$ cat config.mk
export PLATFORM = sky130hd
export DESIGN_NAME = fixed_partition_first_fit_core
export DESIGN_NICKNAME = d
export VERILOG_FILES = /design/src/rtl/fpff_pkg.sv /design/src/rtl/fpff_cell.sv /design/src/rtl/fixed_partition_first_fit_core.sv
export VERILOG_INCLUDE_DIRS = /design/src /design/src/rtl
export SDC_FILE = /design/constraint.sdc
export NUM_CORES = 1
export LEC_CHECK = 0
export ABC_CLOCK_PERIOD_IN_PS = 3840
export CORE_MARGIN = 4
export CORE_UTILIZATION = 55
export DETAILED_ROUTE_END_ITERATION = 10
export DONT_BUFFER_PORTS = 1
export GPL_TIMING_DRIVEN = 0
export PLACE_DENSITY_LB_ADDON = 0.25
export SLEW_MARGIN = 20
export SYNTH_ARGS = -nofsm -noshare
export SYNTH_HDL_FRONTEND = slang
export SYNTH_HIERARCHICAL = 1
export SYNTH_SLANG_ARGS = --single-unit
$ cat constraint.sdc
create_clock -name clk -period 3.84 [get_ports clk]
set_input_delay 0.384 -clock clk [delete_from_list [all_inputs] [get_ports clk]]
set_output_delay 0.384 -clock clk [all_outputs]
set_load 0.1 [all_outputs]
$ cat src/rtl/fixed_partition_first_fit_core_macros.svh
// assertion macros shared by the allocator rtl
`ifndef FIXED_PARTITION_FIRST_FIT_CORE_MACROS_SVH
`define FIXED_PARTITION_FIRST_FIT_CORE_MACROS_SVH
`ifndef SYNTHESIS
`define FPFF_ASSERT_IMP(lbl, clk, rst, ante, cons) \
  lbl: assert property (@(posedge clk) disable iff (rst) (ante) |-> (cons)) \
    else $error("allocator check failed");
`define FPFF_ASSERT_NEXT(lbl, clk, rst, ante, cons) \
  lbl: assert property (@(posedge clk) disable iff (rst) (ante) |=> (cons)) \
    else $error("allocator check failed");
`else
`define FPFF_ASSERT_IMP(lbl, clk, rst, ante, cons)
`define FPFF_ASSERT_NEXT(lbl, clk, rst, ante, cons)
`endif
`endif

$ cat src/rtl/fpff_pkg.sv
// types and codes of the fixed-partition first-fit allocator
package fpff_pkg;

  localparam int SIZE_W = 16;
  localparam int OWNER_W = 8;
  localparam int PIDX_W = 3;
  localparam int STATUS_W = 3;
  localparam int REG_IDX_W = 3;
  localparam int COUNT_W = 3;

  localparam logic CMD_INSERT = 1'b0;
  localparam logic CMD_DELETE = 1'b1;

  localparam logic [STATUS_W-1:0] ST_PLACED = 3'd0;
  localparam logic [STATUS_W-1:0] ST_INTERNAL = 3'd1;
  localparam logic [STATUS_W-1:0] ST_EXTERNAL = 3'd2;
  localparam logic [STATUS_W-1:0] ST_NO_MEMORY = 3'd3;
  localparam logic [STATUS_W-1:0] ST_REMOVED = 3'd4;
  localparam logic [STATUS_W-1:0] ST_NOT_ALLOC = 3'd5;

  localparam logic [REG_IDX_W-1:0] REG_PART_COUNT = 3'd6;
  localparam logic [REG_IDX_W-1:0] REG_UNPART = 3'd7;

  typedef struct packed {
    logic              command;
    logic [SIZE_W-1:0] process_size;
    logic [OWNER_W-1:0] victim_id;
  } in_word_t;

  typedef struct packed {
    logic [STATUS_W-1:0] status;
    logic [PIDX_W-1:0]   partition_index;
    logic [OWNER_W-1:0]  issued_id;
    logic [SIZE_W-1:0]   internal_frag_total;
  } out_word_t;

  typedef struct packed {
    logic                 we;
    logic [REG_IDX_W-1:0] index;
    logic [SIZE_W-1:0]    data;
  } cfg_write_t;

  // request token walking down the row of partition cells
  typedef struct packed {
    logic               valid;
    logic               command;
    logic [SIZE_W-1:0]  size;
    logic [OWNER_W-1:0] victim;
    logic [OWNER_W-1:0] id;
    logic               done;
    logic [PIDX_W-1:0]  pidx;
    logic [SIZE_W-1:0]  delta;
    logic               internal;
  } token_t;

endpackage

$ cat src/rtl/fpff_cell.sv
// one partition: its size, occupancy, owner and slack, and one token stage
`include "fixed_partition_first_fit_core_macros.svh"
module fpff_cell #(
  parameter int INDEX = 0
) (
  input  logic                                 clk,
  input  logic                                 rst,
  input  fpff_pkg::cfg_write_t                 cfg,
  input  logic [fpff_pkg::COUNT_W-1:0]         partition_count,
  input  fpff_pkg::token_t                     tok_in,
  output fpff_pkg::token_t                     tok_out
);

  logic [fpff_pkg::SIZE_W-1:0]  size_reg;
  logic                         occ;
  logic [fpff_pkg::OWNER_W-1:0] owner;
  logic [fpff_pkg::SIZE_W-1:0]  slack;

  logic                         in_use;
  logic                         is_insert;
  logic                         hit_ins;
  logic                         hit_del;
  logic [fpff_pkg::SIZE_W-1:0]  fit_slack;
  fpff_pkg::token_t             tok_next;

  // counts above the row length still cover every cell
  assign in_use = partition_count > fpff_pkg::COUNT_W'(INDEX);
  assign is_insert = tok_in.command == fpff_pkg::CMD_INSERT;
  assign fit_slack = size_reg - tok_in.size;
  assign hit_ins = tok_in.valid && is_insert && !tok_in.done && in_use && !occ &&
                   (size_reg >= tok_in.size);
  assign hit_del = tok_in.valid && !is_insert && !tok_in.done && occ &&
                   (owner == tok_in.victim);

  always_comb begin
    tok_next = tok_in;
    if (hit_ins || hit_del) begin
      tok_next.done = 1'b1;
      tok_next.pidx = fpff_pkg::PIDX_W'(INDEX);
      tok_next.delta = hit_ins ? fit_slack : slack;
    end
    if (tok_in.valid && is_insert && in_use && (slack >= tok_in.size)) begin
      tok_next.internal = 1'b1;
    end
    if (rst) begin
      tok_next.valid = 1'b0;
    end
  end

  always_ff @(posedge clk) begin
    tok_out <= tok_next;
    if (hit_ins) begin
      owner <= tok_in.id;
    end
    if (rst) begin
      size_reg <= '0;
      occ <= 1'b0;
      slack <= '0;
    end else begin
      if (cfg.we && cfg.index == fpff_pkg::REG_IDX_W'(INDEX)) begin
        size_reg <= cfg.data;
      end
      if (hit_ins) begin
        occ <= 1'b1;
        slack <= fit_slack;
      end else if (hit_del) begin
        occ <= 1'b0;
        slack <= '0;
      end
    end
  end

  `FPFF_ASSERT_NEXT(a_claim_sticks, clk, rst, hit_ins, occ && tok_out.done)
  `FPFF_ASSERT_NEXT(a_free_clears, clk, rst, hit_del, !occ && slack == '0)
  `FPFF_ASSERT_NEXT(a_done_passes, clk, rst, tok_in.valid && tok_in.done,
                    tok_out.done && tok_out.pidx == $past(tok_in.pidx))

endmodule

$ cat src/rtl/fixed_partition_first_fit_core.sv
// Fixed-partition first-fit allocator. Each request word (insert or delete) is
// taken into a token that walks down a row of PARTITIONS cells, one cell per
// cycle; each cell owns one partition and claims or frees it as the token
// passes, and the tail logic then classifies the result, refusals included,
// and updates the saturating slack total. One request is in flight at a time:
// in_ready falls on acceptance and rises again once the result moves to the
// output register, so a new word is not taken until the previous result has
// passed the cell row and the pending register and moved into the output
// register. A stalled output holds in_ready low until the result can move. A
// finished result may sit in the output register while the next request is
// already being worked on. Configuration writes are registered and need no
// handshake.
`include "fixed_partition_first_fit_core_macros.svh"
module fixed_partition_first_fit_core #(
  parameter int PARTITIONS = 6,
  parameter int PROCESS_IDS = 256
) (
  input  logic                                 clk,
  input  logic                                 rst,
  input  logic                                 cfg_we,
  input  logic [fpff_pkg::REG_IDX_W-1:0]       cfg_index,
  input  logic [fpff_pkg::SIZE_W-1:0]          cfg_data,
  input  logic                                 in_valid,
  output logic                                 in_ready,
  input  fpff_pkg::in_word_t                   in_data,
  output logic                                 out_valid,
  input  logic                                 out_ready,
  output fpff_pkg::out_word_t                  out_data
);

  localparam int ID_W = (PROCESS_IDS > 2) ? $clog2(PROCESS_IDS) : 1;

  fpff_pkg::cfg_write_t         cfg;
  fpff_pkg::token_t             tok [0:PARTITIONS];
  fpff_pkg::token_t             tok_end;
  logic [PARTITIONS:0]          chain_valid;

  logic [fpff_pkg::COUNT_W-1:0] partition_count;
  logic [fpff_pkg::SIZE_W-1:0]  unpart;
  logic [fpff_pkg::SIZE_W-1:0]  total;
  logic [fpff_pkg::SIZE_W-1:0]  total_next;
  logic [ID_W-1:0]              next_id;
  logic                         busy;
  logic                         accept;
  fpff_pkg::out_word_t          pend;
  fpff_pkg::out_word_t          res;
  logic                         pend_valid;
  logic                         pend_move;

  logic [fpff_pkg::SIZE_W:0]    sum_add;
  logic [fpff_pkg::SIZE_W:0]    room;

  assign cfg.we = cfg_we;
  assign cfg.index = cfg_index;
  assign cfg.data = cfg_data;

  assign in_ready = !busy;
  assign accept = in_valid && in_ready;
  assign tok_end = tok[PARTITIONS];
  assign pend_move = pend_valid && (!out_valid || out_ready);

  for (genvar g = 0; g < PARTITIONS; g++) begin : g_cell
    fpff_cell #(
      .INDEX(g)
    ) u_cell (
      .clk(clk),
      .rst(rst),
      .cfg(cfg),
      .partition_count(partition_count),
      .tok_in(tok[g]),
      .tok_out(tok[g+1])
    );
  end

  always_comb begin
    for (int k = 0; k <= PARTITIONS; k++) begin
      chain_valid[k] = tok[k].valid;
    end
  end

  // tail of the row: classify and update the total
  assign sum_add = {1'b0, total} + {1'b0, tok_end.delta};
  assign room = {1'b0, total} + {1'b0, unpart};

  always_comb begin
    res.partition_index = tok_end.pidx;
    res.issued_id = '0;
    total_next = total;
    if (tok_end.command == fpff_pkg::CMD_INSERT) begin
      res.issued_id = tok_end.id;
      if (tok_end.done) begin
        res.status = fpff_pkg::ST_PLACED;
        total_next = sum_add[fpff_pkg::SIZE_W] ? '1 : sum_add[fpff_pkg::SIZE_W-1:0];
      end else if (tok_end.internal) begin
        res.status = fpff_pkg::ST_INTERNAL;
      end else if (room >= {1'b0, tok_end.size}) begin
        res.status = fpff_pkg::ST_EXTERNAL;
      end else begin
        res.status = fpff_pkg::ST_NO_MEMORY;
      end
    end else if (tok_end.done) begin
      res.status = fpff_pkg::ST_REMOVED;
      total_next = (total >= tok_end.delta) ? total - tok_end.delta : '0;
    end else begin
      res.status = fpff_pkg::ST_NOT_ALLOC;
    end
    res.internal_frag_total = total_next;
  end

  always_ff @(posedge clk) begin
    tok[0].command <= in_data.command;
    tok[0].size <= in_data.process_size;
    tok[0].victim <= in_data.victim_id;
    tok[0].id <= fpff_pkg::OWNER_W'(next_id);
    tok[0].done <= 1'b0;
    tok[0].pidx <= '0;
    tok[0].delta <= '0;
    tok[0].internal <= 1'b0;
    if (tok_end.valid) begin
      pend <= res;
    end
    if (pend_move) begin
      out_data <= pend;
    end
    if (rst) begin
      tok[0].valid <= 1'b0;
      partition_count <= '0;
      unpart <= '0;
      total <= '0;
      next_id <= '0;
      busy <= 1'b0;
      pend_valid <= 1'b0;
      out_valid <= 1'b0;
    end else begin
      tok[0].valid <= accept;
      if (cfg_we && cfg_index == fpff_pkg::REG_PART_COUNT) begin
        partition_count <= cfg_data[fpff_pkg::COUNT_W-1:0];
      end
      if (cfg_we && cfg_index == fpff_pkg::REG_UNPART) begin
        unpart <= cfg_data;
      end
      // a failed insert still uses up its id
      if (accept && in_data.command == fpff_pkg::CMD_INSERT) begin
        next_id <= (next_id == ID_W'(PROCESS_IDS - 1)) ? '0 : next_id + 1'b1;
      end
      if (tok_end.valid) begin
        total <= total_next;
        pend_valid <= 1'b1;
      end else if (pend_move) begin
        pend_valid <= 1'b0;
      end
      if (accept) begin
        busy <= 1'b1;
      end else if (pend_move) begin
        busy <= 1'b0;
      end
      if (pend_move) begin
        out_valid <= 1'b1;
      end else if (out_ready) begin
        out_valid <= 1'b0;
      end
    end
  end

  `FPFF_ASSERT_NEXT(a_accept_starts, clk, rst, accept, busy && tok[0].valid)
  `FPFF_ASSERT_IMP(a_one_in_flight, clk, rst, 1'b1,
                   $countones({chain_valid, pend_valid}) <= 1)
  `FPFF_ASSERT_IMP(a_tail_while_busy, clk, rst, tok_end.valid, busy && !pend_valid)

endmodule
-- Word level (Yosys, flattened, before mapping)
Index checks and enable logic that the tools add are counted.
- flip-flop bits (word level): 708
- latch bits: 0
- RAM bits: 0
- ROM bits: 0
- output and inout port bits: 32
- word-level logic and storage cells: 305
- memories kept: 0
- add/subtract/negate cells: 10
- multipliers: 0
- div/mod/pow operators: 0
- order comparisons: 20
- eq/ne operators: 14
- shifts and indexed selects: 0
- muxes and demuxes: 53
- bitwise gates (word level): 7
- reductions and logical operators: 104
- operator list (cell ; count):
    two-way mux 16 bit ; 28
    greater-or-equal comparator 16 bit ; 13
    subtractor 16 bit ; 7
    logical AND 1 bit ; 74
    == test 8 bit ; 6
    adder 16 x 16 -> 17 bit ; 2
    two-way mux 1 bit ; 20
    two-way mux 20 bit ; 1
    nonzero test 2 bit ; 9
    greater-or-equal comparator 17 x 16 -> 1 bit ; 1
    logical NOT 1 bit ; 13
    == test 3 bit, second input constant ; 4
    adder 8 x 1 -> 8 bit, second input constant ; 1
    == test 8 bit, second input constant ; 1
    two-way mux 8 bit ; 1
    logical OR 1 bit ; 7
    NOT 1 bit ; 7
    == test 3 x 2 -> 1 bit, second input constant ; 2
    > comparator 3 x 1 -> 1 bit, second input constant ; 2
    > comparator 3 x 2 -> 1 bit, second input constant ; 2
    > comparator 3 bit, second input constant ; 2
    two-way mux 2 bit ; 2
    == test 3 x 1 -> 1 bit, second input constant ; 1
    logical NOT 3 bit ; 1
    two-way mux 3 bit ; 1

-- Logic depth before layout (Yosys ltp)
- depth in word-level cells: 8
- depth in mapped cells: 20

-- Hierarchy
The synthesis kept the hierarchy.
- by module, submodules not included (module ; instances ; cells each ; area an instance (um^2) ; seq. area each (um^2)):
    fixed_partition_first_fit_core ; 1 ; 768 ; 7420.9 ; 3403.3
    fpff_cell (g_cell[4].u_cell) ; 1 ; 456 ; 4410.5 ; 2001.9
    fpff_cell (g_cell[0].u_cell) ; 1 ; 450 ; 4284.1 ; 2001.9
    fpff_cell (g_cell[3].u_cell) ; 1 ; 453 ; 4267.8 ; 2001.9
    fpff_cell (g_cell[2].u_cell) ; 1 ; 436 ; 4187.8 ; 2001.9
    fpff_cell (g_cell[1].u_cell) ; 1 ; 437 ; 4174.0 ; 2001.9
    fpff_cell (g_cell[5].u_cell) ; 1 ; 434 ; 4167.7 ; 2001.9

-- Worst setup path after synthesis
No wires, ideal clock.
- kind: register to register
- from: reg total[0] (netlist name)
- to: reg pend[27] (netlist name) (data pin)
- library setup time: 0.261 ns
- arrival: 3.146 ns
- data required time: 3.579 ns
- slack: 0.433 ns
- cell stages (with the launch flop): 19
- path buffers: 0
- clock period less this slack: 3.407 ns
- cell sequence: dfxtp_1 -> ha_1 -> inv_1 -> fa_1 -> nor2b_1 -> o21ai_0 -> a21boi_0 -> o21ai_0 -> a211oi_1 -> o41ai_1 -> xnor2_1 -> ha_1 -> and3_1 -> nand3_1 -> nor3_1 -> nand4_1 -> nand3_1 -> o22ai_1 -> o32a_1
- RTL lines (what ; line ; RTL):
    start, declared ; fixed_partition_first_fit_core.sv:40 ; logic [fpff_pkg::SIZE_W-1:0] total;
    start signal, assigned ; fixed_partition_first_fit_core.sv:147 ; total <= total_next;
    end signal, assigned ; fixed_partition_first_fit_core.sv:120 ; pend <= res;
    end, declared ; fixed_partition_first_fit_core.sv:45 ; fpff_pkg::out_word_t pend;

==> key figures <==
GRT
  – Largest net degree at the start of global routing: 32
  – First-pass GRT wire length: 143200 um
  – Initial antenna violation count: 5
  – Gr usage total: 29.07%
  – Vias in the first global route: 24760
  – Grt total ovfl: 0

Final layout
  – Fillers: 4925
  – Max FFs per register: 322
  – Sequential cell area: 15260 um^2
  – Most frequent cells in the layout: dfxtp_1, nand2_1, a21oi_1
  – Area of the multi-input gates: 16220 um^2
  – Area growth, synth to finish: 13.15%
  – Post-Layout Inst Area: 37060 um^2
  – Fin nets: 3890
  – Layout cell share with drive strength beyond 1: 8.063%
  – Commonest non-fill, non-tap cell in the layout: dfxtp_1

Floorplan
  – Row Count: 89
  – Initial core utilization: 55.50%
  – Height of the chip: 252.0 um
  – Full die area: 63520 um^2
  – Ports: 81
  – Die Wd: 252.0 um
  – Core area: 59020 um^2

Worst setup path
  – Setup crit start kind: flop
  – Critical Path Fanout Max: 5
  – Worst Setup End Kind: flop
  – Critical Path RT: 4.20 ns
  – Crit path buffers/inverters: 1
  – Worst path max stage delay: 0.39 ns
  – FF-to-FF Start: total[0]
  – Critical path arrival: 4.01 ns
  – Critical path type: flop to flop
  – Critical path cell sequence: ha_1 > inv_1 > fa_2 > nor2b_1 > o21ai_2 > a21boi_2 > o21ai_2 > a211oi_4 > o41ai_4 > xnor2_1 > ha_1 > and3_1 > nand3_1 > nor3_2 > nand4_1 > nand3_1 > o22ai_1 > o32a_1
  – Launch point of the worst path: total[0]
  – Worst path slowest cell: dfxtp_4
  – Crit path max-delay family: compound AO/OA/AOI/OAI gates

Timing
  – Final hold violations: 4
  – Final setup fails: 0
  – Tcrit/Tclk final: 95.03%
  – Least-Margin Pin Slew: 1.139 ns
  – Final Slew Violations: 0
  – Min cycle time layout: 3.649 ns
  – Hold WS: -0.01636 ns
  – Relative slew slack: 23.81%
  – FMAX: 274.0 MHz
  – Final Skew: 0.03690 ns

Placement
  – Final HPWL DP: 69730 um
  – Post-DP Area: 33870 um^2
  – Buffers on Ports: 0
  – Routability Congestion: 0.9735

Route
  – TritonRoute pass-1 iters: 6
  – Final WL: 94780 um
  – DRC Markers: 0
  – Routed vias: 25860
  – Wirelength per Cell: 21.50 um
  – DR iter-0 viols: 2171
  – DR vias/cell: 5.866
  – Post-route ant nets: 0

Power and ir drop
  – PwrDens: 449.9 nW/um^2
  – Worst vdd ir: 0.4619 mV
  – Overall power: 16670 uW
  – Lkg Pwr: 0.01612 uW

Clocking
  – CTS tree: yes
  – Clock sinks: 708
  – Clk_lat worst skew: 0.65 ns
  – CTS H-tree depth: 3
  – Inserted Clock Buffers: 73
  – CTS clk-pin slew, worst paths: 0.06 ns
  – Clk buf depth: 3
  – Root Buffer: clkbuf_16

Hold path
  – HP Start: cfg_index[1]
  – Hold Path Class: primary input to flop

Run status
  – Failing checks: negative hold slack
  – Status: finished, violations left

Synth
  – Syn_area_per_cell: 9.560 um^2
  – YS warnings: 6
  – Synth Cell Area: 32750 um^2
  – Post-Synthesis Cells: 3426

Job
  – Max-cap viol count: 0
## power breakdown
part | total [uW] | internal (uW) | switching, uW
clock | 7710 | 4640 | 3070
sequential | 7850 | 7710 | 142
combinational | 1110 | 399 | 714
## layer usage
layer / global-route usage (%) / vias to the layer above / part of all wire, %
met1: 35.98 / 12270 / 41
met2: 48.84 / 858 / 47
met5: 0 / - / 0.023
li1: - / 12470 / -
met4: 16.06 / 4 / 6.2
met3: 4.494 / 250 / 5.6
## through the flow
step	hold WS (ns)	utilization (%)	worst slack, ns	setup TNS [ns]	instances
floorplan	0.3265	-	0.4331	0	3449
global placement	0.3291	57.28	-0.3411	-0.3411	4222
detailed placement	0.3323	57.38	-0.3495	-0.3495	4225
CTS	0.005678	62.67	0.02664	0	4403
global route	0.004612	62.79	-0.002216	-0.002216	4408
finish	-0.01636	62.79	0.1908	0	4408
## path summary, 6_finish.rpt
path	to	slack, ns	cells after the start
min	g_cell[0].u_cell/size_reg[4]	-0.02	3
min reg2reg	g_cell[1].u_cell/tok_out[44]	0.35	0
max reg2reg	pend[27]	0.19	18
max	pend[27]	0.19	18
## worst min-delay path: cells and delay by family
kind / cells / cell delay, ns
AND/OR/NAND/NOR: 2 / 0.14
AO/OA/AOI/OAI: 1 / 0.05
## cell type report
cell class	instances	share of cell area, %
Clock inverter	34	1.553
Antenna cell	1	0.006752
Buffer	147	2.002
Timing Repair Buffer	51	1.418
Inverter	184	1.864
Multi-Input combinational cell	2410	43.78
Clock buffer	100	5.584
Sequential cell	708	41.18
Tap cell	773	2.610
## repair_timing
item | 4_1_cts | 5_1_grt
pin swaps | 2 | 8
hold buffers | 43 | 2
buffers inserted | 1 | 2
gates resized for setup | 10 | 10
endpoints found under the setup margin | 1 | 1
hold endpoints to repair | 144 | 1
No activity file was read; power rests on OpenSTA's default activity.
